===== config.mk =====
export PLATFORM = sky130hd
export DESIGN_NAME = sector_connected_component_labeler_unit
export DESIGN_NICKNAME = d
export VERILOG_FILES = /design/src/hw/rtl/scclu_pkg.sv /design/src/hw/rtl/scclu_ram.sv /design/src/hw/rtl/scclu_ctrl.sv /design/src/hw/rtl/scclu_dp.sv /design/src/hw/rtl/sector_connected_component_labeler_unit.sv
export VERILOG_INCLUDE_DIRS = /design/src /design/src/hw/rtl
export SDC_FILE = /design/constraint.sdc
export NUM_CORES = 2
export LEC_CHECK = 0
export BUFFER_PORTS_ARGS = -buffer_cell sky130_fd_sc_hd__clkbuf_2
export CORE_AREA = 5 5 492 542
export CTS_CLUSTER_DIAMETER = 30
export DETAILED_ROUTE_END_ITERATION = 16
export DIE_AREA = 0 0 497 547
export PLACE_DENSITY = 0.55
export SYNTH_ARGS = -nofsm -noshare
export SYNTH_HDL_FRONTEND = slang
export SYNTH_SLANG_ARGS = --single-unit

===== constraint.sdc =====
create_clock -name clk -period 6.4 [get_ports clk]
set_input_delay 1.28 -clock clk [delete_from_list [all_inputs] [get_ports clk]]
set_output_delay 1.28 -clock clk [all_outputs]
set_load 0.02 [all_outputs]

===== src/hw/rtl/sector_connected_component_labeler_unit_defines.svh =====
// Assertion macros shared by the labeler RTL.
`ifndef SECTOR_CONNECTED_COMPONENT_LABELER_UNIT_DEFINES_SVH
`define SECTOR_CONNECTED_COMPONENT_LABELER_UNIT_DEFINES_SVH

// Same-cycle implication, sampled on clk, off during reset.
`define SCCLU_ASSERT_IMP(label, ante, cons, msg) \
	label: assert property (@(posedge clk) disable iff (!arst_n) (ante) |-> (cons)) \
		else $error(msg);

// Next-cycle implication, sampled on clk, off during reset.
`define SCCLU_ASSERT_NXT(label, ante, cons, msg) \
	label: assert property (@(posedge clk) disable iff (!arst_n) (ante) |=> (cons)) \
		else $error(msg);

`endif


===== src/hw/rtl/scclu_pkg.sv =====
// Shared types, constants and datapath command codes for the sector labeler.
package scclu_pkg;

	localparam int ZONE_BITS    = 20;
	localparam int LABEL_W      = 2;
	localparam int DIM_W        = 4;
	localparam int MAX_SIDE_DEF = 8;
	localparam int SIDE_RESET   = 8;

	// register index of sector_side (paddr[2])
	localparam logic [0:0] REG_SECTOR_SIDE = 1'b0;

	typedef struct packed {
		logic [LABEL_W-1:0] class_code;
		logic [DIM_W-1:0]   cols_in_use;
		logic [DIM_W-1:0]   rows_in_use;
		logic               first_sector;
	} item_t;

	typedef struct packed {
		logic [ZONE_BITS-1:0] zone_number;
		logic                 last_of_sector;
	} result_t;

	// datapath commands
	typedef enum logic [3:0] {
		OP_NONE,
		OP_LOAD,
		OP_INIT,
		OP_ULK,
		OP_ULN,
		OP_UCMP,
		OP_FIND_A,
		OP_FIND_B,
		OP_ADV,
		OP_ORDP,
		OP_ORDZ,
		OP_OEMIT
	} op_t;

	// datapath status back to the controller
	typedef struct packed {
		logic closes;
		logic init_last;
		logic edge_ok;
		logic lab_eq;
		logic hit;
		logic un_last;
		logic is_root;
		logic out_last;
	} status_t;

endpackage


===== src/hw/rtl/scclu_ram.sv =====
// Generic single-write, single-read RAM with registered read data.
module scclu_ram #(
	parameter int WIDTH = 8,
	parameter int DEPTH = 64
) (
	input  logic                     clk,
	input  logic                     we,
	input  logic [$clog2(DEPTH)-1:0] waddr,
	input  logic [WIDTH-1:0]         wdata,
	input  logic [$clog2(DEPTH)-1:0] raddr,
	output logic [WIDTH-1:0]         rdata
);

	logic [WIDTH-1:0] mem_q [DEPTH];
	logic [WIDTH-1:0] rdata_q;

	always_ff @(posedge clk) begin
		if (we) begin
			mem_q[waddr] <= wdata;
		end
		rdata_q <= mem_q[raddr];
	end

	assign rdata = rdata_q;

endmodule


===== src/hw/rtl/scclu_ctrl.sv =====
// Sequencer: load, parent init, union pass, zone output pass.
module scclu_ctrl (
	input  logic              clk,
	input  logic              arst_n,
	input  logic              start,
	input  scclu_pkg::status_t status,
	output logic              busy,
	output scclu_pkg::op_t    op
);

	typedef enum logic [3:0] {
		S_IDLE,
		S_INIT,
		S_ULK,
		S_ULN,
		S_UCMP,
		S_FIND_A,
		S_FIND_B,
		S_ORDP,
		S_ORDZ,
		S_OEMIT
	} state_t;

	state_t state_q, state_d;
	logic   busy_q;

	// next state and command decode
	always_comb begin
		state_d = state_q;
		op      = scclu_pkg::OP_NONE;
		unique case (state_q)
			S_IDLE: begin
				if (start) begin
					op = scclu_pkg::OP_LOAD;
					if (status.closes) state_d = S_INIT;
				end
			end
			S_INIT: begin
				op = scclu_pkg::OP_INIT;
				if (status.init_last) state_d = S_ULK;
			end
			S_ULK: begin
				if (status.edge_ok) begin
					op      = scclu_pkg::OP_ULK;
					state_d = S_ULN;
				end else begin
					op = scclu_pkg::OP_ADV;
					if (status.un_last) state_d = S_ORDP;
				end
			end
			S_ULN: begin
				op      = scclu_pkg::OP_ULN;
				state_d = S_UCMP;
			end
			S_UCMP: begin
				if (status.lab_eq) begin
					op      = scclu_pkg::OP_UCMP;
					state_d = S_FIND_A;
				end else begin
					op      = scclu_pkg::OP_ADV;
					state_d = status.un_last ? S_ORDP : S_ULK;
				end
			end
			S_FIND_A: begin
				op = scclu_pkg::OP_FIND_A;
				if (status.hit) state_d = S_FIND_B;
			end
			S_FIND_B: begin
				op = scclu_pkg::OP_FIND_B;
				if (status.hit) state_d = status.un_last ? S_ORDP : S_ULK;
			end
			S_ORDP: begin
				op      = scclu_pkg::OP_ORDP;
				state_d = S_ORDZ;
			end
			S_ORDZ: begin
				op = scclu_pkg::OP_ORDZ;
				if (status.is_root) state_d = status.out_last ? S_IDLE : S_ORDP;
				else                state_d = S_OEMIT;
			end
			S_OEMIT: begin
				op      = scclu_pkg::OP_OEMIT;
				state_d = status.out_last ? S_IDLE : S_ORDP;
			end
			default: begin
				state_d = S_IDLE;
			end
		endcase
	end

	// state and registered busy
	always_ff @(posedge clk or negedge arst_n) begin
		if (!arst_n) begin
			state_q <= S_IDLE;
			busy_q  <= 1'b0;
		end else begin
			state_q <= state_d;
			busy_q  <= (state_d != S_IDLE);
		end
	end

	assign busy = busy_q;

endmodule


===== src/hw/rtl/scclu_dp.sv =====
// Datapath: label/parent/zone stores, counters, find chase and zone numbering.
module scclu_dp #(
	parameter int MAX_SIDE = scclu_pkg::MAX_SIDE_DEF
) (
	input  logic                          clk,
	input  logic                          arst_n,
	input  scclu_pkg::op_t                op,
	input  scclu_pkg::item_t              item,
	input  logic [scclu_pkg::DIM_W-1:0]   side_cfg,
	output scclu_pkg::status_t            status,
	output scclu_pkg::result_t            result,
	output logic                          result_strobe
);

	localparam int CELLS = MAX_SIDE * MAX_SIDE;
	localparam int AW    = $clog2(CELLS);
	localparam int CW    = $clog2(CELLS + 1);
	localparam int SW    = $clog2(MAX_SIDE + 1);
	localparam int ZB    = scclu_pkg::ZONE_BITS;
	localparam int LW    = scclu_pkg::LABEL_W;
	localparam int DW    = scclu_pkg::DIM_W;

	function automatic logic [SW-1:0] clamp_dim(input logic [DW-1:0] v,
		input logic [SW-1:0] hi);
		if (v == '0) return SW'(1);
		else if (v > DW'(hi)) return hi;
		else return v[SW-1:0];
	endfunction

	// geometry of the incoming beat
	logic [SW-1:0]   side, cols_in, rows_in;
	logic [2*SW-1:0] prod;
	logic [CW-1:0]   total_in, cnt_inc;

	assign side     = clamp_dim(side_cfg, SW'(MAX_SIDE));
	assign cols_in  = clamp_dim(item.cols_in_use, side);
	assign rows_in  = clamp_dim(item.rows_in_use, side);
	assign prod     = cols_in * rows_in;
	assign total_in = prod[CW-1:0];

	logic [CW-1:0] load_cnt_q;
	logic [ZB-1:0] zone_cnt_q;
	logic          strobe_q;

	logic [SW-1:0] cols_q, rows_q, r_q, c_q;
	logic [CW-1:0] total_q;
	logic [AW-1:0] k_q, x_q, ra_q;
	logic          e_q;
	logic [LW-1:0] lab_k_q;
	scclu_pkg::result_t res_q;

	assign cnt_inc = load_cnt_q + CW'(1);

	// RAM ports
	logic [LW-1:0] lab_rd;
	logic [AW-1:0] lab_raddr;
	logic          par_we;
	logic [AW-1:0] par_waddr, par_wdata, par_raddr, par_rd;
	logic          zone_we;
	logic [ZB-1:0] zone_wdata, zone_rd;

	// scan position helpers
	logic          last_k, c_last, hit, is_root, emit;
	logic [AW-1:0] nbr;

	assign last_k  = (CW'(k_q) + CW'(1)) == total_q;
	assign c_last  = (c_q + SW'(1)) == cols_q;
	assign nbr     = e_q ? (k_q - AW'(cols_q)) : (k_q - AW'(1));
	assign hit     = (par_rd == x_q);
	assign is_root = (par_rd == k_q);
	assign emit    = (op == scclu_pkg::OP_OEMIT) || ((op == scclu_pkg::OP_ORDZ) && is_root);

	assign status.closes    = (cnt_inc >= total_in);
	assign status.init_last = last_k;
	assign status.edge_ok   = e_q ? (r_q != '0) : (c_q != '0);
	assign status.lab_eq    = (lab_k_q == lab_rd);
	assign status.hit       = hit;
	assign status.un_last   = e_q && last_k;
	assign status.is_root   = is_root;
	assign status.out_last  = last_k;

	// advance to the next (cell, edge) of the union pass
	logic [AW-1:0] k_nx;
	logic [SW-1:0] r_nx, c_nx;
	logic          e_nx;

	always_comb begin
		e_nx = ~e_q;
		k_nx = k_q;
		r_nx = r_q;
		c_nx = c_q;
		if (e_q) begin
			k_nx = last_k ? '0 : k_q + AW'(1);
			if (c_last) begin
				c_nx = '0;
				r_nx = r_q + SW'(1);
			end else begin
				c_nx = c_q + SW'(1);
			end
		end
	end

	// label read address: neighbour on ULN, else current cell
	assign lab_raddr = (op == scclu_pkg::OP_ULN) ? nbr : k_q;

	// parent port: init writes k->k, link writes larger root to smaller
	always_comb begin
		par_we    = 1'b0;
		par_waddr = k_q;
		par_wdata = k_q;
		par_raddr = k_q;
		case (op)
			scclu_pkg::OP_INIT: begin
				par_we = 1'b1;
			end
			scclu_pkg::OP_FIND_A: begin
				par_raddr = hit ? nbr : par_rd;
			end
			scclu_pkg::OP_FIND_B: begin
				par_raddr = par_rd;
				if (hit && (ra_q != x_q)) begin
					par_we    = 1'b1;
					par_waddr = (ra_q > x_q) ? ra_q : x_q;
					par_wdata = (ra_q > x_q) ? x_q : ra_q;
				end
			end
			default: begin
			end
		endcase
	end

	// zone of a cell: fresh counter value at a root, else its parent's zone
	assign zone_we    = emit;
	assign zone_wdata = (op == scclu_pkg::OP_OEMIT) ? zone_rd : zone_cnt_q;

	scclu_ram #(.WIDTH(LW), .DEPTH(CELLS)) u_label_ram (
		.clk  (clk),
		.we   (op == scclu_pkg::OP_LOAD),
		.waddr(load_cnt_q[AW-1:0]),
		.wdata(item.class_code),
		.raddr(lab_raddr),
		.rdata(lab_rd)
	);

	scclu_ram #(.WIDTH(AW), .DEPTH(CELLS)) u_parent_ram (
		.clk  (clk),
		.we   (par_we),
		.waddr(par_waddr),
		.wdata(par_wdata),
		.raddr(par_raddr),
		.rdata(par_rd)
	);

	scclu_ram #(.WIDTH(ZB), .DEPTH(CELLS)) u_zone_ram (
		.clk  (clk),
		.we   (zone_we),
		.waddr(k_q),
		.wdata(zone_wdata),
		.raddr(par_rd),
		.rdata(zone_rd)
	);

	// load count, zone counter and result strobe
	always_ff @(posedge clk or negedge arst_n) begin
		if (!arst_n) begin
			load_cnt_q <= '0;
			zone_cnt_q <= '0;
			strobe_q   <= 1'b0;
		end else begin
			strobe_q <= emit;
			if (op == scclu_pkg::OP_LOAD) begin
				if ((load_cnt_q == '0) && item.first_sector) zone_cnt_q <= '0;
				load_cnt_q <= status.closes ? '0 : cnt_inc;
			end
			if ((op == scclu_pkg::OP_ORDZ) && is_root && (zone_cnt_q != '1)) begin
				zone_cnt_q <= zone_cnt_q + ZB'(1);
			end
		end
	end

	// scan counters, find registers and result payload
	always_ff @(posedge clk) begin
		case (op)
			scclu_pkg::OP_LOAD: begin
				cols_q  <= cols_in;
				rows_q  <= rows_in;
				total_q <= total_in;
				k_q     <= '0;
			end
			scclu_pkg::OP_INIT: begin
				if (last_k) begin
					k_q <= '0;
					r_q <= '0;
					c_q <= '0;
					e_q <= 1'b0;
				end else begin
					k_q <= k_q + AW'(1);
				end
			end
			scclu_pkg::OP_ULN: begin
				lab_k_q <= lab_rd;
			end
			scclu_pkg::OP_UCMP: begin
				x_q <= k_q;
			end
			scclu_pkg::OP_FIND_A: begin
				if (hit) begin
					ra_q <= x_q;
					x_q  <= nbr;
				end else begin
					x_q <= par_rd;
				end
			end
			scclu_pkg::OP_FIND_B: begin
				if (hit) begin
					k_q <= k_nx;
					r_q <= r_nx;
					c_q <= c_nx;
					e_q <= e_nx;
				end else begin
					x_q <= par_rd;
				end
			end
			scclu_pkg::OP_ADV: begin
				k_q <= k_nx;
				r_q <= r_nx;
				c_q <= c_nx;
				e_q <= e_nx;
			end
			scclu_pkg::OP_ORDZ: begin
				if (is_root) begin
					res_q.zone_number    <= zone_cnt_q;
					res_q.last_of_sector <= last_k;
					k_q                  <= k_q + AW'(1);
				end
			end
			scclu_pkg::OP_OEMIT: begin
				res_q.zone_number    <= zone_rd;
				res_q.last_of_sector <= last_k;
				k_q                  <= k_q + AW'(1);
			end
			default: begin
			end
		endcase
	end

	assign result        = res_q;
	assign result_strobe = strobe_q;

endmodule


===== src/hw/rtl/sector_connected_component_labeler_unit.sv =====
// Top level of the sector connected-component labeler: APB register, controller, datapath.
//
// channel   | handshake                          | payload
// ----------+------------------------------------+-------------------------------
// cells in  | start & !busy                      | item (label, cols, rows, first)
// zones out | result_strobe, one cycle per beat  | result (zone_number, last)
// config    | psel & penable & pwrite (pready=1) | pwdata[3:0] -> sector_side
//
// A beat that does not close its sector is only stored. The closing beat starts parent
// init over T (cells in use) cells, then per cell and edge: an edge off the sector just
// advances, unequal labels are read and compared, and a join also runs both find chases
// and links the roots; then each cell emits its zone; the parent store's one read port sets the pace.
// Reset clears the controller, load count and zone counter; stores need no clearing.
// Results cannot be held off; busy falls in the cycle that carries the last zone beat.
`include "sector_connected_component_labeler_unit_defines.svh"

module sector_connected_component_labeler_unit #(
	parameter int MAX_SIDE = scclu_pkg::MAX_SIDE_DEF
) (
	input  logic               clk,
	input  logic               arst_n,
	input  logic               psel,
	input  logic               penable,
	input  logic               pwrite,
	input  logic [2:0]         paddr,
	input  logic [31:0]        pwdata,
	output logic [31:0]        prdata,
	output logic               pready,
	input  logic               start,
	input  scclu_pkg::item_t   item,
	output logic               busy,
	output logic               result_strobe,
	output scclu_pkg::result_t result
);

	localparam int DW = scclu_pkg::DIM_W;

	logic [DW-1:0]      side_q;
	logic               cfg_we;
	scclu_pkg::op_t     op;
	scclu_pkg::status_t status;

	// config register
	assign pready = 1'b1;
	assign cfg_we = psel && penable && pwrite && pready
		&& (paddr[2] == scclu_pkg::REG_SECTOR_SIDE);

	always_ff @(posedge clk or negedge arst_n) begin
		if (!arst_n) begin
			side_q <= DW'(scclu_pkg::SIDE_RESET);
		end else if (cfg_we) begin
			side_q <= pwdata[DW-1:0];
		end
	end

	assign prdata = (paddr[2] == scclu_pkg::REG_SECTOR_SIDE) ? {{(32-DW){1'b0}}, side_q} : '0;

	scclu_ctrl u_ctrl (
		.clk   (clk),
		.arst_n(arst_n),
		.start (start),
		.status(status),
		.busy  (busy),
		.op    (op)
	);

	scclu_dp #(.MAX_SIDE(MAX_SIDE)) u_dp (
		.clk          (clk),
		.arst_n       (arst_n),
		.op           (op),
		.item         (item),
		.side_cfg     (side_q),
		.status       (status),
		.result       (result),
		.result_strobe(result_strobe)
	);

	// a closing beat must lock out further cells
	`SCCLU_ASSERT_NXT(a_close_busy, start && !busy && status.closes, busy, "closing beat did not raise busy")
	// zone beats come only out of a busy run
	`SCCLU_ASSERT_IMP(a_strobe_busy, result_strobe, $past(busy), "zone beat without a busy run")
	// the sector's final zone beat ends the run, earlier ones do not
	`SCCLU_ASSERT_IMP(a_last_idle, result_strobe && result.last_of_sector, !busy, "busy after last zone beat")
	`SCCLU_ASSERT_IMP(a_mid_busy, result_strobe && !result.last_of_sector, busy, "run ended before last zone beat")

endmodule

==> qor.txt <==
Final Hold Viols = 0
Pin count of the biggest net entering global routing = 193
DRT Wirelength = 201 mm
Top-area cell type share of the netlist area = 71.6%
Port bufs = 48
Power density over the cells = 508 mW/mm^2
Post-Synthesis Cells = 4213
CTS Buffer Depth = 4
Leading area contributor after synthesis = edfxtp_1
Total global-route track usage = 14.4%
RSZ-0062 raised after global routing = no
Die height = 547 um
Worst reg-to-reg path cell count = 24
Hpwl dp = 113 mm
Most area-consuming cells after synthesis = edfxtp_1 (72%), mux4_2 (13%), o211ai_1 (1.9%)
Grt total ovfl = 0
Ys async rst share = 1.93%
Minimum clock period after layout = 5.52 ns
Worst-Margin Slew = 1.13 ns
DIE AREA = 0.272 sq mm
Distinct cells, synth = 81
I/O pin count = 108
Clk slew on worst S/H paths = 0.05 ns
Area growth, synth to finish = 23.7%
# rows = 197
Power, Total = 48800 uW
F_max = 0.181 GHz
Arr. time, crit path = 6.32 ns
RR Endpoint = u_dp.load_cnt_q[0]
Via count = 41.3k
WL/cell = 24.0 um
Worst VDD drop = 0.000406 V
DRT iter0 DRCs = 3813
Register-to-Register Setup Slack = 0.88 ns
Type of the worst setup path = flop to flop
Tcrit/Tclk final = 86.3%
Max cap viols = 0
R2R Path Start = side_q[1]
Antenna violations before repair = 4
Post-cts hold buffer count = 0
Cell Area, Synth = 0.0777 sq mm
Type of origin of the critical path = flop
Slew Limit Headroom = 23.2%
Gp weighted congestion = 0.799
CP endpoint kind = flop
Die width = 497 um
CP Data Required Time = 7.20 ns
Final setup fails = 0
DRC Markers = 0
Fin Clk Skew = 0.0736 ns
H-tree depth = 5
Setup TNS = 0 ns
Global-route wire length before repair = 293 mm
Pre-antenna DRT Iters = 5
Final Slew Violations = 0
Status = complete, no violations
Worst-path fanout max = 6
TritonCTS clock tree = built
CTS Buf Count = 403
Root buffer cell = clkbuf_16
Nets = 4669
Synthesized area per cell = 18.4 sq um
Layout cells sized above 1 = 28.4%
Routed vias/inst = 4.93
Commonest non-fill, non-tap cell in the layout = edfxtp_1
Clk sink count = 1918
Starting Density = 29.8%
Synth Flop Type = edfxtp_1
Final ANT Viol Nets = 0
Core region area = 0.261 sq mm
Setup bufs post-CTS = 0
Number of synthesized flops with an enable pin = 1853
Quantity of gates resized following cts = 0
Worst min path class = input port to async pin
Synth Warn # = 0
Post-synthesis sequential area ratio = 73.5%
Worst-Skew Late Latency = 0.95 ns
Vias in the first global route = 42.4k
Commonest cells after routing, fill and taps aside = edfxtp_1 (1853), mux4_2 (454), clkbuf_16 (407)
Static Leak = 0.0319 uW
Seq cells post-synth = 1918
metrics by stage:
stage / cells / utilization [%] / cell area [sq um] / setup WS [ns] / hold slack [ns]
6_report: 8376 / 36.9 / 96100 / 0.878 / 0.435
3_5_place_dp: 7646 / 31.7 / 82700 / 0.191 / 0.442
3_3_place_gp: 7646 / 31.7 / 82700 / 0.136 / 0.441
2_1_floorplan: 4240 / - / 77800 / 0.563 / 0.429
5_1_grt: 8373 / 36.9 / 96100 / 0.483 / 0.426
4_1_cts: 8371 / 36.9 / 96100 / 0.821 / 0.364
metal layers:
layer,vias to the layer above,track usage [%],wire length (um)
met5,-,0,0
met4,0,5.15,6120
met3,379,2.61,10500
met2,1270,24.5,102000
met1,21875,18.6,82700
li1,17748,-,-
worst max-delay path by stage:
stage               depth (start not counted)  slack [ns]                 end       from
floorplan                                  21        0.56  u_dp.load_cnt_q[0]    item[6]
global placement                           25        0.14  u_dp.load_cnt_q[3]    item[6]
detailed placement                         23        0.19  u_dp.load_cnt_q[0]    item[2]
CTS                                        24        0.82  u_dp.load_cnt_q[0]  side_q[1]
global route                               27        0.48  u_dp.load_cnt_q[3]  side_q[1]
finish                                     24        0.88  u_dp.load_cnt_q[0]  side_q[1]
Yosys cell counts, drive strengths merged (21+ instances only):
master and instances:
dfxtp 28, nand2 84, inv 233, mux2i 32, dfrtp 36, ha 43
o211ai 192, mux4 454, xor2 28, a21oi 39, xnor2 21, nand3 104
mux2 33, nand4 33, o21ai 231, clkbuf 157, buf 117, a41oi 25
edfxtp 1853, nor2 273
critical path: stages, from the launching register on:
cell	delay, ns
dfrtp_1	0.36
nor2b_1	0.25
inv_1	0.11
ha_1	0.30
nor2b_1	0.13
o21ai_0	0.15
nand2b_1	0.07
a21oi_1	0.15
a41o_1	0.25
a21oi_1	0.18
or3_1	0.35
fa_1	0.51
inv_1	0.06
fa_1	0.51
inv_1	0.06
fa_1	0.39
inv_1	0.07
a21o_1	0.10
a21oi_1	0.07
xnor2_1	0.14
xnor2_1	0.27
ha_1	0.28
a21o_1	0.24
or2_2	0.31
o21ai_0	0.14
state kept, by name, summed over array words and instances, names as in the netlist, 4 cells and up:
signal	cells
u_dp.total_q	7
u_dp.load_cnt_q	7
u_dp.zone_cnt_q	20
u_dp.cols_q	4
u_dp.r_q	4
u_dp.x_q	6
u_ctrl.state_q	4
u_dp.u_zone_ram.mem_q	1280
side_q	4
u_dp.u_parent_ram.rdata	6
u_dp.result	21
u_dp.u_parent_ram.mem_q	384
u_dp.u_label_ram.mem_q	128
u_dp.u_zone_ram.rdata	20
u_dp.k_q	6
u_dp.c_q	4
u_dp.ra_q	6
logic make-up (layout without fill, tap and decap cells):
logic type      Yosys count  after routing  share of synthesized area, %
flops                  1918           1918                          73.5
simple gates            608            608                          3.64
compound gates          560            560                          4.65
mux                     519            519                          14.1
buf+inv                 507           1156                          2.69
xor+xnor                 51             51                         0.610
fa+ha+maj                48             48                         0.821
other cells               2             34                       0.00967
power by group:
part	switching (uW)	total [uW]	internal [uW]
sequential	429	15900	15500
combinational	7890	12400	4540
clock	6450	20400	14000
total	14800	48800	34000
area by class of cell:
cell class | instances | area [sq um]
fill | 23988 | 165000
sequential | 1918 | 57100
multi-input combinational | 1815 | 18900
clock buffer | 471 | 10400
tap | 3482 | 4360
clock inverter | 254 | 2960
timing repair buffer | 198 | 1470
inverter | 233 | 875
antenna | 5 | 12.5
No activity file was read; power rests on OpenSTA's default activity.
